==> config.mk <==
export PLATFORM = sky130hd
export DESIGN_NAME = stepper_move_limit_backoff_core_flat
export DESIGN_NICKNAME = d
export VERILOG_FILES = /design/src/rtl/core/smlb_pkg.sv /design/src/rtl/core/smlb_if.sv /design/src/rtl/core/smlb_front.sv /design/src/rtl/core/smlb_queue.sv /design/src/rtl/core/smlb_back.sv /design/src/rtl/core/stepper_move_limit_backoff_core.sv /design/src/flat_wrapper.sv
export SDC_FILE = /design/constraint.sdc
export NUM_CORES = 1
export LEC_CHECK = 0
export ABC_AREA = 1
export CAP_MARGIN = 20
export CORE_AREA = 3 3 143 145
export CTS_BUF_LIST = sky130_fd_sc_hd__clkbuf_8 sky130_fd_sc_hd__clkbuf_16
export CTS_CLUSTER_DIAMETER = 100
export CTS_CLUSTER_SIZE = 25
export DETAILED_ROUTE_END_ITERATION = 10
export DIE_AREA = 0 0 146 148
export DONT_BUFFER_PORTS = 1
export PLACE_DENSITY = 0.83
export SETUP_SLACK_MARGIN = 0.15
export SYNTH_ARGS = -nofsm -noshare
export SYNTH_HDL_FRONTEND = slang
export SYNTH_SLANG_ARGS = --single-unit
==> constraint.sdc <==
create_clock -name clk -period 6.8 [get_ports clk]
set_input_delay 0.34 -clock clk [delete_from_list [all_inputs] [get_ports clk]]
set_output_delay 0.34 -clock clk [all_outputs]
set_load 0.03 [all_outputs]
==> src/rtl/core/smlb_pkg.sv <==
// Shared constants and types for the stepper move, limit and backoff core.
package smlb_pkg;

  localparam int STEPS_PER_MM       = 4000;
  localparam int BACKOFF_MM         = 3;
  localparam int SETTLE_TICKS       = 10;
  localparam int BACKOFF_HALF_TICKS = 32;

  localparam int STEPS_W = 24;
  localparam int TIMER_W = 16;
  localparam int DIST_W  = 12;

  localparam logic [STEPS_W-1:0] BACKOFF_STEPS  = STEPS_W'(BACKOFF_MM * STEPS_PER_MM);
  localparam logic [TIMER_W-1:0] SETTLE_LEN     = TIMER_W'(SETTLE_TICKS);
  localparam logic [TIMER_W-1:0] BACKOFF_HALF   = TIMER_W'(BACKOFF_HALF_TICKS);
  localparam logic [TIMER_W-1:0] HALF_PERIOD_RST = 16'd125;

  localparam logic [1:0] OP_TICK = 2'd0;
  localparam logic [1:0] OP_MOVE = 2'd1;
  localparam logic [1:0] OP_HOME = 2'd2;

  localparam int QUEUE_DEPTH = 4;
  localparam int QPTR_W      = $clog2(QUEUE_DEPTH);
  localparam int QCNT_W      = $clog2(QUEUE_DEPTH + 1);

  typedef struct packed {
    logic               start;
    logic               homing;
    logic               dir;
    logic [STEPS_W-1:0] steps;
    logic               hit;
  } cmd_t;

  typedef struct packed {
    logic full;
    logic empty;
  } queue_status_t;

endpackage

==> src/rtl/core/smlb_if.sv <==
// Channel interfaces for command beats, result beats and configuration writes.
interface smlb_cmd_if;
  logic       valid;
  logic       ready;
  logic [1:0] operation;
  logic       direction;
  logic [7:0] tens_mm;
  logic [7:0] units_mm;
  logic       limit_hit;

  modport source (output valid, output operation, output direction, output tens_mm,
                  output units_mm, output limit_hit, input ready);
  modport sink   (input valid, input operation, input direction, input tens_mm,
                  input units_mm, input limit_hit, output ready);
endinterface

interface smlb_res_if;
  logic valid;
  logic ready;
  logic step_level;
  logic dir_level;
  logic enable_n;
  logic busy_res;
  logic limit_flag;

  modport source (output valid, output step_level, output dir_level, output enable_n,
                  output busy_res, output limit_flag, input ready);
  modport sink   (input valid, input step_level, input dir_level, input enable_n,
                  input busy_res, input limit_flag, output ready);
endinterface

interface smlb_cfg_if;
  logic        valid;
  logic        ready;
  logic [15:0] data;

  modport source (output valid, output data, input ready);
  modport sink   (input valid, input data, output ready);
endinterface

==> src/rtl/core/smlb_front.sv <==
// Front end: accepts command beats, decodes the operation and works out the step count.
module smlb_front
  import smlb_pkg::*;
(
  smlb_cmd_if.sink      cmd,
  input  queue_status_t qstat,
  output logic          push,
  output cmd_t          push_cmd
);

  logic [DIST_W-1:0]  dist_mm;
  logic [STEPS_W-1:0] move_steps;

  assign dist_mm    = DIST_W'({4'd0, cmd.tens_mm} * 12'd10) + DIST_W'(cmd.units_mm);
  assign move_steps = STEPS_W'({12'd0, dist_mm} * STEPS_W'(STEPS_PER_MM));

  assign cmd.ready = !qstat.full;
  assign push      = cmd.valid && !qstat.full;

  always_comb begin
    push_cmd.dir   = cmd.direction;
    push_cmd.hit   = cmd.limit_hit;
    unique case (cmd.operation)
      OP_MOVE: begin
        push_cmd.start  = 1'b1;
        push_cmd.homing = 1'b0;
        push_cmd.steps  = move_steps;
      end
      OP_HOME: begin
        push_cmd.start  = 1'b1;
        push_cmd.homing = 1'b1;
        push_cmd.steps  = '0;
      end
      default: begin
        push_cmd.start  = 1'b0;
        push_cmd.homing = 1'b0;
        push_cmd.steps  = '0;
      end
    endcase
  end

endmodule

==> src/rtl/core/smlb_queue.sv <==
// Short command queue between the front end and the motion engine.
module smlb_queue
  import smlb_pkg::*;
(
  input  logic          clk,
  input  logic          rst,
  input  logic          push,
  input  cmd_t          push_cmd,
  input  logic          pop,
  output cmd_t          head,
  output queue_status_t qstat
);

  cmd_t              mem [QUEUE_DEPTH];
  logic [QPTR_W-1:0] wr_ptr;
  logic [QPTR_W-1:0] rd_ptr;
  logic [QCNT_W-1:0] count;

  assign head        = mem[rd_ptr];
  assign qstat.full  = (count == QCNT_W'(QUEUE_DEPTH));
  assign qstat.empty = (count == '0);

  always_ff @(posedge clk) begin
    if (push) begin
      mem[wr_ptr] <= push_cmd;
    end
  end

  always_ff @(posedge clk) begin
    if (rst) begin
      wr_ptr <= '0;
      rd_ptr <= '0;
      count  <= '0;
    end else begin
      if (push) begin
        wr_ptr <= wr_ptr + 1'b1;
      end
      if (pop) begin
        rd_ptr <= rd_ptr + 1'b1;
      end
      if (push && !pop) begin
        count <= count + 1'b1;
      end else if (pop && !push) begin
        count <= count - 1'b1;
      end
    end
  end

endmodule

==> src/rtl/core/smlb_back.sv <==
// Motion engine: runs settle, stepping and backoff one tick per beat and registers the result.
module smlb_back
  import smlb_pkg::*;
(
  input  logic          clk,
  input  logic          rst,
  smlb_cfg_if.sink      cfg,
  input  cmd_t          head,
  input  queue_status_t qstat,
  output logic          pop,
  smlb_res_if.source    res
);

  localparam logic [2:0] PH_IDLE       = 3'd0;
  localparam logic [2:0] PH_SETTLE     = 3'd1;
  localparam logic [2:0] PH_STEP       = 3'd2;
  localparam logic [2:0] PH_REV_SETTLE = 3'd3;
  localparam logic [2:0] PH_BACKOFF    = 3'd4;

  logic [TIMER_W-1:0] half_period;
  logic [2:0]         phase, phase_next;
  logic [STEPS_W-1:0] steps_left, steps_left_next;
  logic [TIMER_W-1:0] half_timer, half_timer_next;
  logic               pulse_high, pulse_high_next;
  logic               dir_reg, dir_reg_next;
  logic               homing_mode, homing_mode_next;
  logic               limit_latch, limit_latch_next;
  logic               driver_off, driver_off_next;
  logic [TIMER_W-1:0] len;
  logic [TIMER_W-1:0] settle_dec;
  logic               backoff;

  assign cfg.ready = 1'b1;
  assign pop       = !qstat.empty && (!res.valid || res.ready);

  assign backoff    = (phase == PH_BACKOFF);
  assign len        = backoff ? BACKOFF_HALF :
                      ((half_period == '0) ? TIMER_W'(1) : half_period);
  assign settle_dec = (half_timer != '0) ? half_timer - 1'b1 : half_timer;

  always_comb begin
    phase_next       = phase;
    steps_left_next  = steps_left;
    half_timer_next  = half_timer;
    pulse_high_next  = pulse_high;
    dir_reg_next     = dir_reg;
    homing_mode_next = homing_mode;
    limit_latch_next = limit_latch | head.hit;
    driver_off_next  = driver_off;
    unique case (phase)
      PH_IDLE: begin
        if (head.start) begin
          driver_off_next  = 1'b0;
          dir_reg_next     = head.dir;
          homing_mode_next = head.homing;
          steps_left_next  = head.steps;
          phase_next       = PH_SETTLE;
          half_timer_next  = SETTLE_LEN;
          pulse_high_next  = 1'b0;
        end
      end
      PH_SETTLE, PH_REV_SETTLE: begin
        half_timer_next = settle_dec;
        if (settle_dec == '0) begin
          phase_next = (phase == PH_SETTLE) ? PH_STEP : PH_BACKOFF;
        end
      end
      PH_STEP, PH_BACKOFF: begin
        if (half_timer != '0) begin
          half_timer_next = half_timer - 1'b1;
        end else if (pulse_high) begin
          pulse_high_next = 1'b0;
          half_timer_next = len - 1'b1;
        end else if (!backoff) begin
          if (limit_latch_next) begin
            dir_reg_next    = !dir_reg;
            steps_left_next = BACKOFF_STEPS;
            phase_next      = PH_REV_SETTLE;
            half_timer_next = SETTLE_LEN;
            pulse_high_next = 1'b0;
          end else if (!homing_mode && steps_left == '0) begin
            phase_next = PH_IDLE;
          end else begin
            if (!homing_mode) begin
              steps_left_next = steps_left - 1'b1;
            end
            pulse_high_next = 1'b1;
            half_timer_next = len - 1'b1;
          end
        end else begin
          if (steps_left == '0) begin
            limit_latch_next = 1'b0;
            if (homing_mode) begin
              driver_off_next = 1'b1;
            end
            phase_next = PH_IDLE;
          end else begin
            steps_left_next = steps_left - 1'b1;
            pulse_high_next = 1'b1;
            half_timer_next = len - 1'b1;
          end
        end
      end
      default: begin
        phase_next      = PH_IDLE;
        pulse_high_next = 1'b0;
        half_timer_next = '0;
      end
    endcase
  end

  always_ff @(posedge clk) begin
    if (rst) begin
      half_period <= HALF_PERIOD_RST;
    end else if (cfg.valid) begin
      half_period <= cfg.data;
    end
  end

  always_ff @(posedge clk) begin
    if (rst) begin
      phase       <= PH_IDLE;
      steps_left  <= '0;
      half_timer  <= '0;
      pulse_high  <= 1'b0;
      dir_reg     <= 1'b0;
      homing_mode <= 1'b0;
      limit_latch <= 1'b0;
      driver_off  <= 1'b1;
    end else if (pop) begin
      phase       <= phase_next;
      steps_left  <= steps_left_next;
      half_timer  <= half_timer_next;
      pulse_high  <= pulse_high_next;
      dir_reg     <= dir_reg_next;
      homing_mode <= homing_mode_next;
      limit_latch <= limit_latch_next;
      driver_off  <= driver_off_next;
    end
  end

  always_ff @(posedge clk) begin
    if (rst) begin
      res.valid <= 1'b0;
    end else if (pop) begin
      res.valid <= 1'b1;
    end else if (res.ready) begin
      res.valid <= 1'b0;
    end
  end

  always_ff @(posedge clk) begin
    if (pop) begin
      res.step_level <= pulse_high_next;
      res.dir_level  <= dir_reg_next;
      res.enable_n   <= driver_off_next;
      res.busy_res   <= (phase_next != PH_IDLE);
      res.limit_flag <= limit_latch_next;
    end
  end

endmodule

==> src/rtl/core/stepper_move_limit_backoff_core.sv <==
// Top level of the stepper pulse generator with limit backoff and homing.
// Every command beat is one tick and yields exactly one result beat, the output levels after
// that tick. The core takes one beat per clock cycle while the queue is not full; an accepted
// command beat is written into the queue, and its result then into the result register. The front
// end decodes the command and forms the step count with two constant multiplies, a four-entry
// queue holds decoded beats, and the motion engine advances its phase, timer and step counter
// once per beat into a result register. A stalled result side fills the queue, after which
// command ready drops. A move or home command acts only while the motion engine is idle and
// is otherwise a plain tick; the half period register is written through the configuration
// channel, and the user must write it only while the core is idle; the block does not enforce it.
module stepper_move_limit_backoff_core
  import smlb_pkg::*;
(
  input logic        clk,
  input logic        rst,
  smlb_cmd_if.sink   cmd,
  smlb_cfg_if.sink   cfg,
  smlb_res_if.source res
);

  logic          push;
  logic          pop;
  cmd_t          push_cmd;
  cmd_t          head;
  queue_status_t qstat;

  smlb_front u_front (
    .cmd      (cmd),
    .qstat    (qstat),
    .push     (push),
    .push_cmd (push_cmd)
  );

  smlb_queue u_queue (
    .clk      (clk),
    .rst      (rst),
    .push     (push),
    .push_cmd (push_cmd),
    .pop      (pop),
    .head     (head),
    .qstat    (qstat)
  );

  smlb_back u_back (
    .clk   (clk),
    .rst   (rst),
    .cfg   (cfg),
    .head  (head),
    .qstat (qstat),
    .pop   (pop),
    .res   (res)
  );

endmodule

==> src/flat_wrapper.sv <==
// flat-port wrapper written by rule: the top's interface ports become plain ports
module stepper_move_limit_backoff_core_flat import smlb_pkg::*;
  (clk, rst, cmd_valid, cmd_operation, cmd_direction, cmd_tens_mm, cmd_units_mm, cmd_limit_hit, cmd_ready, cfg_valid, cfg_data, cfg_ready, res_valid, res_step_level, res_dir_level, res_enable_n, res_busy_res, res_limit_flag, res_ready);
  smlb_cmd_if cmd_i ();
  smlb_cfg_if cfg_i ();
  smlb_res_if res_i ();
  input logic clk;
  input logic rst;
  input wire logic [$bits(cmd_i.valid)-1:0] cmd_valid;
  input wire logic [$bits(cmd_i.operation)-1:0] cmd_operation;
  input wire logic [$bits(cmd_i.direction)-1:0] cmd_direction;
  input wire logic [$bits(cmd_i.tens_mm)-1:0] cmd_tens_mm;
  input wire logic [$bits(cmd_i.units_mm)-1:0] cmd_units_mm;
  input wire logic [$bits(cmd_i.limit_hit)-1:0] cmd_limit_hit;
  output wire logic [$bits(cmd_i.ready)-1:0] cmd_ready;
  input wire logic [$bits(cfg_i.valid)-1:0] cfg_valid;
  input wire logic [$bits(cfg_i.data)-1:0] cfg_data;
  output wire logic [$bits(cfg_i.ready)-1:0] cfg_ready;
  output wire logic [$bits(res_i.valid)-1:0] res_valid;
  output wire logic [$bits(res_i.step_level)-1:0] res_step_level;
  output wire logic [$bits(res_i.dir_level)-1:0] res_dir_level;
  output wire logic [$bits(res_i.enable_n)-1:0] res_enable_n;
  output wire logic [$bits(res_i.busy_res)-1:0] res_busy_res;
  output wire logic [$bits(res_i.limit_flag)-1:0] res_limit_flag;
  input wire logic [$bits(res_i.ready)-1:0] res_ready;
  assign cmd_i.valid = cmd_valid;
  assign cmd_i.operation = cmd_operation;
  assign cmd_i.direction = cmd_direction;
  assign cmd_i.tens_mm = cmd_tens_mm;
  assign cmd_i.units_mm = cmd_units_mm;
  assign cmd_i.limit_hit = cmd_limit_hit;
  assign cmd_ready = cmd_i.ready;
  assign cfg_i.valid = cfg_valid;
  assign cfg_i.data = cfg_data;
  assign cfg_ready = cfg_i.ready;
  assign res_valid = res_i.valid;
  assign res_step_level = res_i.step_level;
  assign res_dir_level = res_i.dir_level;
  assign res_enable_n = res_i.enable_n;
  assign res_busy_res = res_i.busy_res;
  assign res_limit_flag = res_i.limit_flag;
  assign res_i.ready = res_ready;
  stepper_move_limit_backoff_core u_core (.clk(clk), .rst(rst), .cmd(cmd_i), .cfg(cfg_i), .res(res_i));
endmodule
==> results of run 1 <==
==> cell type report <==
class,count,share of cell area (%)
clock inverter,15,1.44
sequential,171,35.4
clock buffer,17,3.42
multi-input combinational,1078,50.1
timing repair buffer,13,0.926
inverter,200,6.05
tap,265,2.67
==> final timing paths <==
kind / start / endpoint / cells after the start
setup / recovery: cmd_tens_mm[1] / u_core.u_queue.mem[2][22] / 23
hold / removal: cfg_valid / u_core.u_back.half_period[5] / 1
setup reg to reg: flop / u_core.u_back.half_timer[0] / 10
hold reg to reg: u_core.u_queue.rd_ptr[0] / flop / 1
==> metrics by stage <==
step / worst slack, ns / area (um2)
after floorplan: 0.951 / 11600
after global placement: 0.687 / 11800
after detailed placement: 0.455 / 11800
after CTS: 0.884 / 12400
after global routing: 0.423 / 12400
final: 0.882 / 12400
==> kinds of logic (layout without fill, tap and decap cells) <==
kind of cell	Yosys count	count (layout)	synth area share, %
other cells	1	1	0.0324
compound gates	283	283	13.4
fa+ha+maj	106	106	13.8
simple gates	643	643	23.0
xor+xnor	45	45	3.47
flops	171	171	38.0
buf+inv	247	245	8.25
==> per-layer routing <==
metal	track usage (%)	vias up	part of all wire, %
li1	-	4879	-
met1	29.6	4674	40
met2	48.5	328	53
met3	4.29	53	5.2
met4	9.60	0	2.2
met5	0	-	0
==> layout by cell type, fill, tap and decap left out, drive strengths merged, types with 3 or more instances in the layout <==
cell / instances
nor2: 195
a21o: 3
o21ai: 122
nand4: 17
nand2: 329
a32oi: 5
xor2: 33
clkinv: 4
fa: 36
edfxtp: 97
dfxtp: 74
a211oi: 4
a21oi: 116
inv: 207
a221o: 3
nand3b: 5
clkbuf: 17
xnor2: 12
o21bai: 5
a31oi: 3
o22ai: 15
nor3: 14
nand3: 77
or2: 4
ha: 70
buf: 11
==> timing repair <==
action,4_1_cts,5_1_grt
endpoints found under the setup margin,0,0
hold endpoints to repair,37,0
resized for setup,0,0
hold buffers,3,0
==> results.yml, run 1 <==
synthesis:
  synth_warnings: 0
  post-synth-top-area-fraction_pct: 25.2
  synth_area_um2: 11600
  syn_inst: 1496
  synth-main-ff-cell: "edfxtp_1"
  synth_edf_count: 97
  ys_ff_latch: 171
  syn_avg_cell_area_um2: 7.73
  yosys-top-cells-area: "edfxtp_1, dfxtp_1, nand2_1, ha_1, inv_1"
  async_reset_ff_share_pct: 0
  synth_area_leader_cell: "edfxtp_1"
  synth_cell_type_count: 49
  synthTopCellsByCount: "nand2_1, inv_1, nor2_1"
  syn_nets: 1643
  yosysMostFrequentCell: "nand2_1"
  ys_seq_area_share_pct: 38.0
routing:
  vias: 9934
  drc: 0
  drt_wl_total_um: 27200
  ant_nets: 0
  firstDrtPassIters: 5
  first_iter_violations: 879
  wire_per_inst_um: 15.4
  drt-vias-per-instance: 5.65
timing:
  skew_ns: 0.00993
  finalSetupViolations: 0
  fin_crit_sh_pct: 87.0
  drv_slew: 0
  whs_ns: 0.00657
  min_period_ns: 5.92
  worst_pin_slew_ns: 0.968
  hold_viol: 0
  setup_tns_ns: 0
  relSlewSlack_pct: 35.4
  fmaxAchievable_ghz: 0.169
  rsz0062_at_grt: "no"
global_route:
  antenna_found_initial: 0
  grt_pass1_vias: 9895
  grt_max_degree: 48
  grt.total_usage_pct: 25.9
  grt_pass1_wl_um: 46300
  grt.overflow.total: 0
place:
  gp_congestion: 0.910
  dp_cells: 1724
  hpwl_um: 19200
  portBuffers: 0
cells_and_area:
  syn_to_final_growth_pct: 7.46
  antenna_cells: 0
  regArea_um2: 4390
  top_regs: "u_core.u_queue.mem (92), u_core.u_back.steps_left (24)"
  finalNonFillerCells: 1759
  post-route-util_pct: 64.3
  largest_register: "u_core.u_queue.mem"
  layout-drive-gt1-share_pct: 4.89
  multi_input_area_um2: 6230
  largest_reg_flops: 92
  fillers: 1605
  fin_nets: 1628
die:
  dieArea_um2: 21600
  dieHeight_um: 148
  num_io_pins: 49
  die_w_um: 146
  core_area_um2: 19300
  rows: 51
  initial_utilization_pct: 59.8
clock_network:
  clk_latency_ns: 0.44
  clk_pin_slew_ns: 0.07
  ctsRootBufferMaster: "clkbuf_16"
  cts_sinks: 171
  postCtsSetupBuffers: 0
  htreeDepth: 4
  cts_buffers: 17
  cts_tree: "yes"
  cts_buffer_depth: 2
setup_path:
  cp_slowest_cell: "fa_1"
  worstSetupPathType: "in -> reg"
  rrSetupSlack_ns: 2.87
  crit_fanout: 4
  cpMostUsedCell: "fa_1"
  path_cells: "ha_1 -> ha_1 -> fa_1 -> ha_1 -> inv_1 -> xor2_1 -> inv_1 -> fa_1 -> inv_1 -> fa_1 -> fa_1 -> fa_1 -> inv_1 -> ha_1 -> nand2_1 -> o21a_1 -> nand2_1 -> a21oi_1 -> o21ai_0 -> a21boi_0 -> nand2_1 -> nand2_1 -> nor2_1"
  worstSetupEndpointType: "flop"
  path_buf_inv: 4
  cp.required_ns: 7.04
  cp_top_family: "adder cells"
  start_kind: "primary input"
  slowest_delay_ns: 0.59
  arrival_ns: 6.16
hold_path:
  hold_class: "in -> reg"
flow_run:
  drv_cap: 0
run_status:
  status: "complete, no violations"
Power of run 1 is left out: the tool's default activity adds up to more than one toggle a clock period on the data nets, which glitch-free logic cannot reach.
==> inputs of run 2 (changes only) <==
Settings changed: CELL_PAD_IN_SITES_DETAIL_PLACEMENT set to 0, CELL_PAD_IN_SITES_GLOBAL_PLACEMENT set to 1, CORE_AREA 3 3 143 145 to 3 3 113 224, DIE_AREA 0 0 146 148 to 0 0 116 227, PLACE_DENSITY 0.83 to unset, PLACE_DENSITY_LB_ADDON set to 0.1.
==> results.yml, run 2 (synthesized netlist as in run 1, its figures left out) <==
run_status:
  status: "complete, no violations"
setup_path:
  crit_fanout: 7
  worstSetupEndpointType: "flop"
  cp_slowest_cell: "xnor2_1"
  worstSetupPathType: "in -> reg"
  slowest_delay_ns: 0.58
  cp_top_family: "adder cells"
  rrSetupSlack_ns: 3.24
  cp.required_ns: 7.04
  arrival_ns: 6.26
  timing.rr.end: "u_core.u_back.half_timer[0]"
  reg2regPathDepth: 12
  start_kind: "primary input"
  path_buf_inv: 3
clock_network:
  htreeDepth: 4
  clk_latency_ns: 0.44
  cts_buffers: 17
  cts_tree: "yes"
  postCtsSetupBuffers: 0
  clk_pin_slew_ns: 0.06
  cts_buffer_depth: 2
  ctsRootBufferMaster: "clkbuf_16"
  cts_sinks: 171
cells_and_area:
  layout-drive-gt1-share_pct: 4.87
  largest_reg_flops: 92
  final_cell_mix: "nand2_1, inv_1, nor2_1, o21ai_0, a21oi_1"
  antenna_cells: 0
  syn_to_final_growth_pct: 7.64
  post-route-util_pct: 52.2
  largest_register: "u_core.u_queue.mem"
  top_regs: "u_core.u_queue.mem (92), u_core.u_back.steps_left (24)"
  final_cell_area_um2: 12400
  fin_nets: 1633
  final_common_cell: "nand2_1"
timing:
  rsz0062_at_grt: "no"
  drv_slew: 0
  finalSetupViolations: 0
  fmaxAchievable_ghz: 0.166
  worst_pin_slew_ns: 1.02
  setup_tns_ns: 0
  skew_ns: 0.0111
  fin_ws_ns: 0.786
  relSlewSlack_pct: 31.8
  min_period_ns: 6.01
  hold_viol: 0
  fin_crit_sh_pct: 88.4
die:
  rows: 80
  dieArea_um2: 26300
  num_io_pins: 49
  dieHeight_um: 227
  die_w_um: 116
  initial_utilization_pct: 48.5
  core_area_um2: 23800
routing:
  drt-vias-per-instance: 5.41
  wire_per_inst_um: 17.2
  drc: 0
  drt_wl_total_um: 30800
  ant_nets: 0
  firstDrtPassIters: 7
  vias: 9659
  first_iter_violations: 436
place:
  hpwl_um: 23700
  portBuffers: 0
  dp_slack_ns: 0.297
  gp_congestion: 0.881
  placed_cell_area_um2: 11800
global_route:
  grt_pass1_wl_um: 49500
  grtUsageMet2_pct: 52.6
  antenna_found_initial: 0
  grt_busiest_layer: "met2"
  met3_usage_pct: 3.03
  grt.overflow.total: 0
  grt_pass1_vias: 9953
  use_met1_pct: 20.7
  grt.total_usage_pct: 24.6
  grt_max_degree: 48
hold_path:
  hold-path-endpoint: "u_core.u_back.half_period[0]"
  hold_class: "in -> reg"
  hold_depth: 2
  hold_path_startpoint: "rst"
flow_run:
  drv_cap: 0
[run 2: changes by cell type in the layout (fill, tap and decap cells not counted), sizes merged]
cell         before  now
inv             207  203
clkinv            4    9
dlygate4sd3       2    4
buf              11   14
bufinv            2    1
[run 2: worst register-to-register path, stage by stage (launching register included)]
cell and delay [ns]:
dfxtp_1 0.30, buf_4 0.26, inv_2 0.60, nand2_1 0.11
nand3_1 0.10, nand2_1 0.11, nand2_1 0.26, nor2_1 0.10
nand4_1 0.11, nand3_2 0.39, nor2_2 0.77, o21ai_0 0.22
a21oi_1 0.16
[run 2: worst max path at each step]
stage                   start                   endpoint  depth (start not counted)
6_report       cmd_tens_mm[3]  u_core.u_queue.mem[1][23]                         28
5_1_grt        cmd_tens_mm[3]  u_core.u_queue.mem[1][23]                         28
4_1_cts        cmd_tens_mm[3]  u_core.u_queue.mem[1][23]                         28
3_5_place_dp   cmd_tens_mm[3]  u_core.u_queue.mem[3][23]                         28
3_3_place_gp   cmd_tens_mm[3]  u_core.u_queue.mem[1][22]                         26
2_1_floorplan  cmd_tens_mm[1]  u_core.u_queue.mem[0][22]                         27
[run 2: layer usage]
layer	vias to the layer above	share of wire [%]	wire [um]
met5	-	0	0
met4	0	4.2	1280
met3	64	1.7	527
met2	144	62	19000
met1	4568	32	9990
li1	4883	-	-
[run 2: cell type report]
type | count | area (um2)
fillers | 2422 | 11400
flip-flops and latches | 171 | 4390
repair buffers | 18 | 158
well taps | 287 | 359
multi-input cells | 1078 | 6230
inverters | 200 | 752
clock buffers | 17 | 425
clock inverters | 15 | 130
[run 2: repair_timing]
action                     4_1_cts  5_1_grt
resized for setup                0        0
hold endpoints to repair        40        0
setup endpoints to repair        0        0
hold buffers                     5        0
[run 2: metrics by stage]
step,hold WS [ns],cells
finish,0.0180,1786
global route,0.0146,1786
CTS,0.00103,1786
detailed placement,0.420,1749
global placement,0.418,1749
floorplan,0.436,1496
Power of run 2 is left out for the same reason.
==> inputs of run 3 (changes only) <==
Settings changed: CORE_AREA 3 3 113 224 to 3 3 143 284, DIE_AREA 0 0 116 227 to 0 0 146 287.
==> results.yml, run 3 (synthesized netlist as in run 1, its figures left out) <==
run_status:
  status: "complete, no violations"
setup_path:
  cp.required_ns: 6.99
  crit_start: "cmd_tens_mm[1]"
  worstSetupEndpointType: "flop"
  cp_top_family: "adder cells"
  slowest_delay_ns: 0.51
  cpMostUsedCell: "nand2_1"
  cp_slowest_cell: "fa_1"
  crit_fanout: 6
  worstSetupPathType: "in -> reg"
  arrival_ns: 6.18
  start_kind: "primary input"
  path_buf_inv: 2
cells_and_area:
  layout-drive-gt1-share_pct: 5.00
  final_common_cell: "nand2_1"
  antenna_cells: 0
  largest_reg_flops: 92
  fillers: 4173
  top_regs: "u_core.u_queue.mem (92), u_core.u_back.steps_left (24)"
  largest_register: "u_core.u_queue.mem"
  final_cell_mix: "nand2_1, inv_1, nor2_1, o21ai_0, a21oi_1"
  fin_nets: 1633
  final_cell_area_um2: 12900
  syn_to_final_growth_pct: 11.2
timing:
  worst_pin_slew_ns: 1.05
  whs_ns: 0.0272
  hold_viol: 0
  drv_slew: 0
  skew_ns: 0.0118
  fmaxAchievable_ghz: 0.167
  min_period_ns: 5.99
  setup_tns_ns: 0
  fin_crit_sh_pct: 88.0
  finalSetupViolations: 0
  relSlewSlack_pct: 29.5
  rsz0062_at_grt: "no"
die:
  rows: 102
  dieHeight_um: 287
  dieArea_um2: 41900
  die_w_um: 146
  num_io_pins: 49
  core_area_um2: 38700
  initial_utilization_pct: 29.9
routing:
  first_iter_violations: 374
  drt_wl_total_um: 35000
  ant_nets: 0
  wire_per_inst_um: 17.3
  drc: 0
  vias: 9518
  firstDrtPassIters: 5
  drt-vias-per-instance: 4.71
place:
  gp_congestion: 0.796
  placed_cell_area_um2: 12100
  portBuffers: 0
  hpwl_um: 27300
global_route:
  grt_max_degree: 48
  grt.total_usage_pct: 17.1
  grt_pass1_vias: 10000
  grt_pass1_wl_um: 55200
  antenna_found_initial: 0
  grt.overflow.total: 0
clock_network:
  cts_buffer_depth: 2
  cts_sinks: 171
  clk_pin_slew_ns: 0.08
  ctsRootBufferMaster: "clkbuf_16"
  htreeDepth: 4
  cts_buffers: 17
  clk_latency_ns: 0.45
  cts_tree: "yes"
hold_path:
  hold_class: "in -> reg"
  hold_path_startpoint: "cfg_data[1]"
flow_run:
  drv_cap: 0
[run 3: per-stage QoR]
stage,utilization [%],instances,setup WS [ns]
after CTS,33.1,2018,0.567
after global routing,33.2,2019,0.260
after detailed placement,31.3,1978,0.101
after floorplan,-,1496,0.951
final,33.2,2019,0.814
after global placement,31.3,1978,0.224
[run 3: per-layer routing]
metal	global-route usage [%]	share of wire (%)
met3	1.74	1.3
met1	14.3	31
met2	38.7	65
met5	0	0
met4	6.15	2.7
[run 3: repair_timing]
action,CTS,global route
buffers inserted,0,0
endpoints found under the setup margin,0,4
resized for setup,0,1
hold endpoints to repair,45,0
hold buffers,8,0
[run 3: worst register-to-register path: stages (launching register included)]
cell and delay [ns]:
dfxtp_1 0.31, buf_4 0.27, inv_2 0.63, nand2_1 0.11, nand3_1 0.10, nand2_1 0.11
nand2_1 0.33, nor2_1 0.12, nand4_1 0.12, nand3_2 0.42, nor2_2 0.81, o21ai_0 0.20
a21oi_1 0.16
[run 3: final timing paths]
| path | slack [ns] | depth (start not counted) | end |
|---|---|---|---|
| min | 0.03 | 2 | u_core.u_back.half_period[1] |
| max | 0.81 | 26 | u_core.u_queue.mem[3][22] |
| min reg2reg | 0.48 | 2 | u_core.u_queue.rd_ptr[1] |
| max reg2reg | 3.04 | 12 | u_core.u_back.half_timer[0] |
[run 3: cell type report]
cell class              instances  area, um2  area share [%]
flip-flops and latches        171       4390            34.2
multi-input cells            1078       6260            48.7
inverters                     200        752            5.85
repair buffers                 18        185            1.44
well taps                     520        651            5.06
clock inverters                15        185            1.44
clock buffers                  17        425            3.31
Power of run 3 is left out for the same reason.
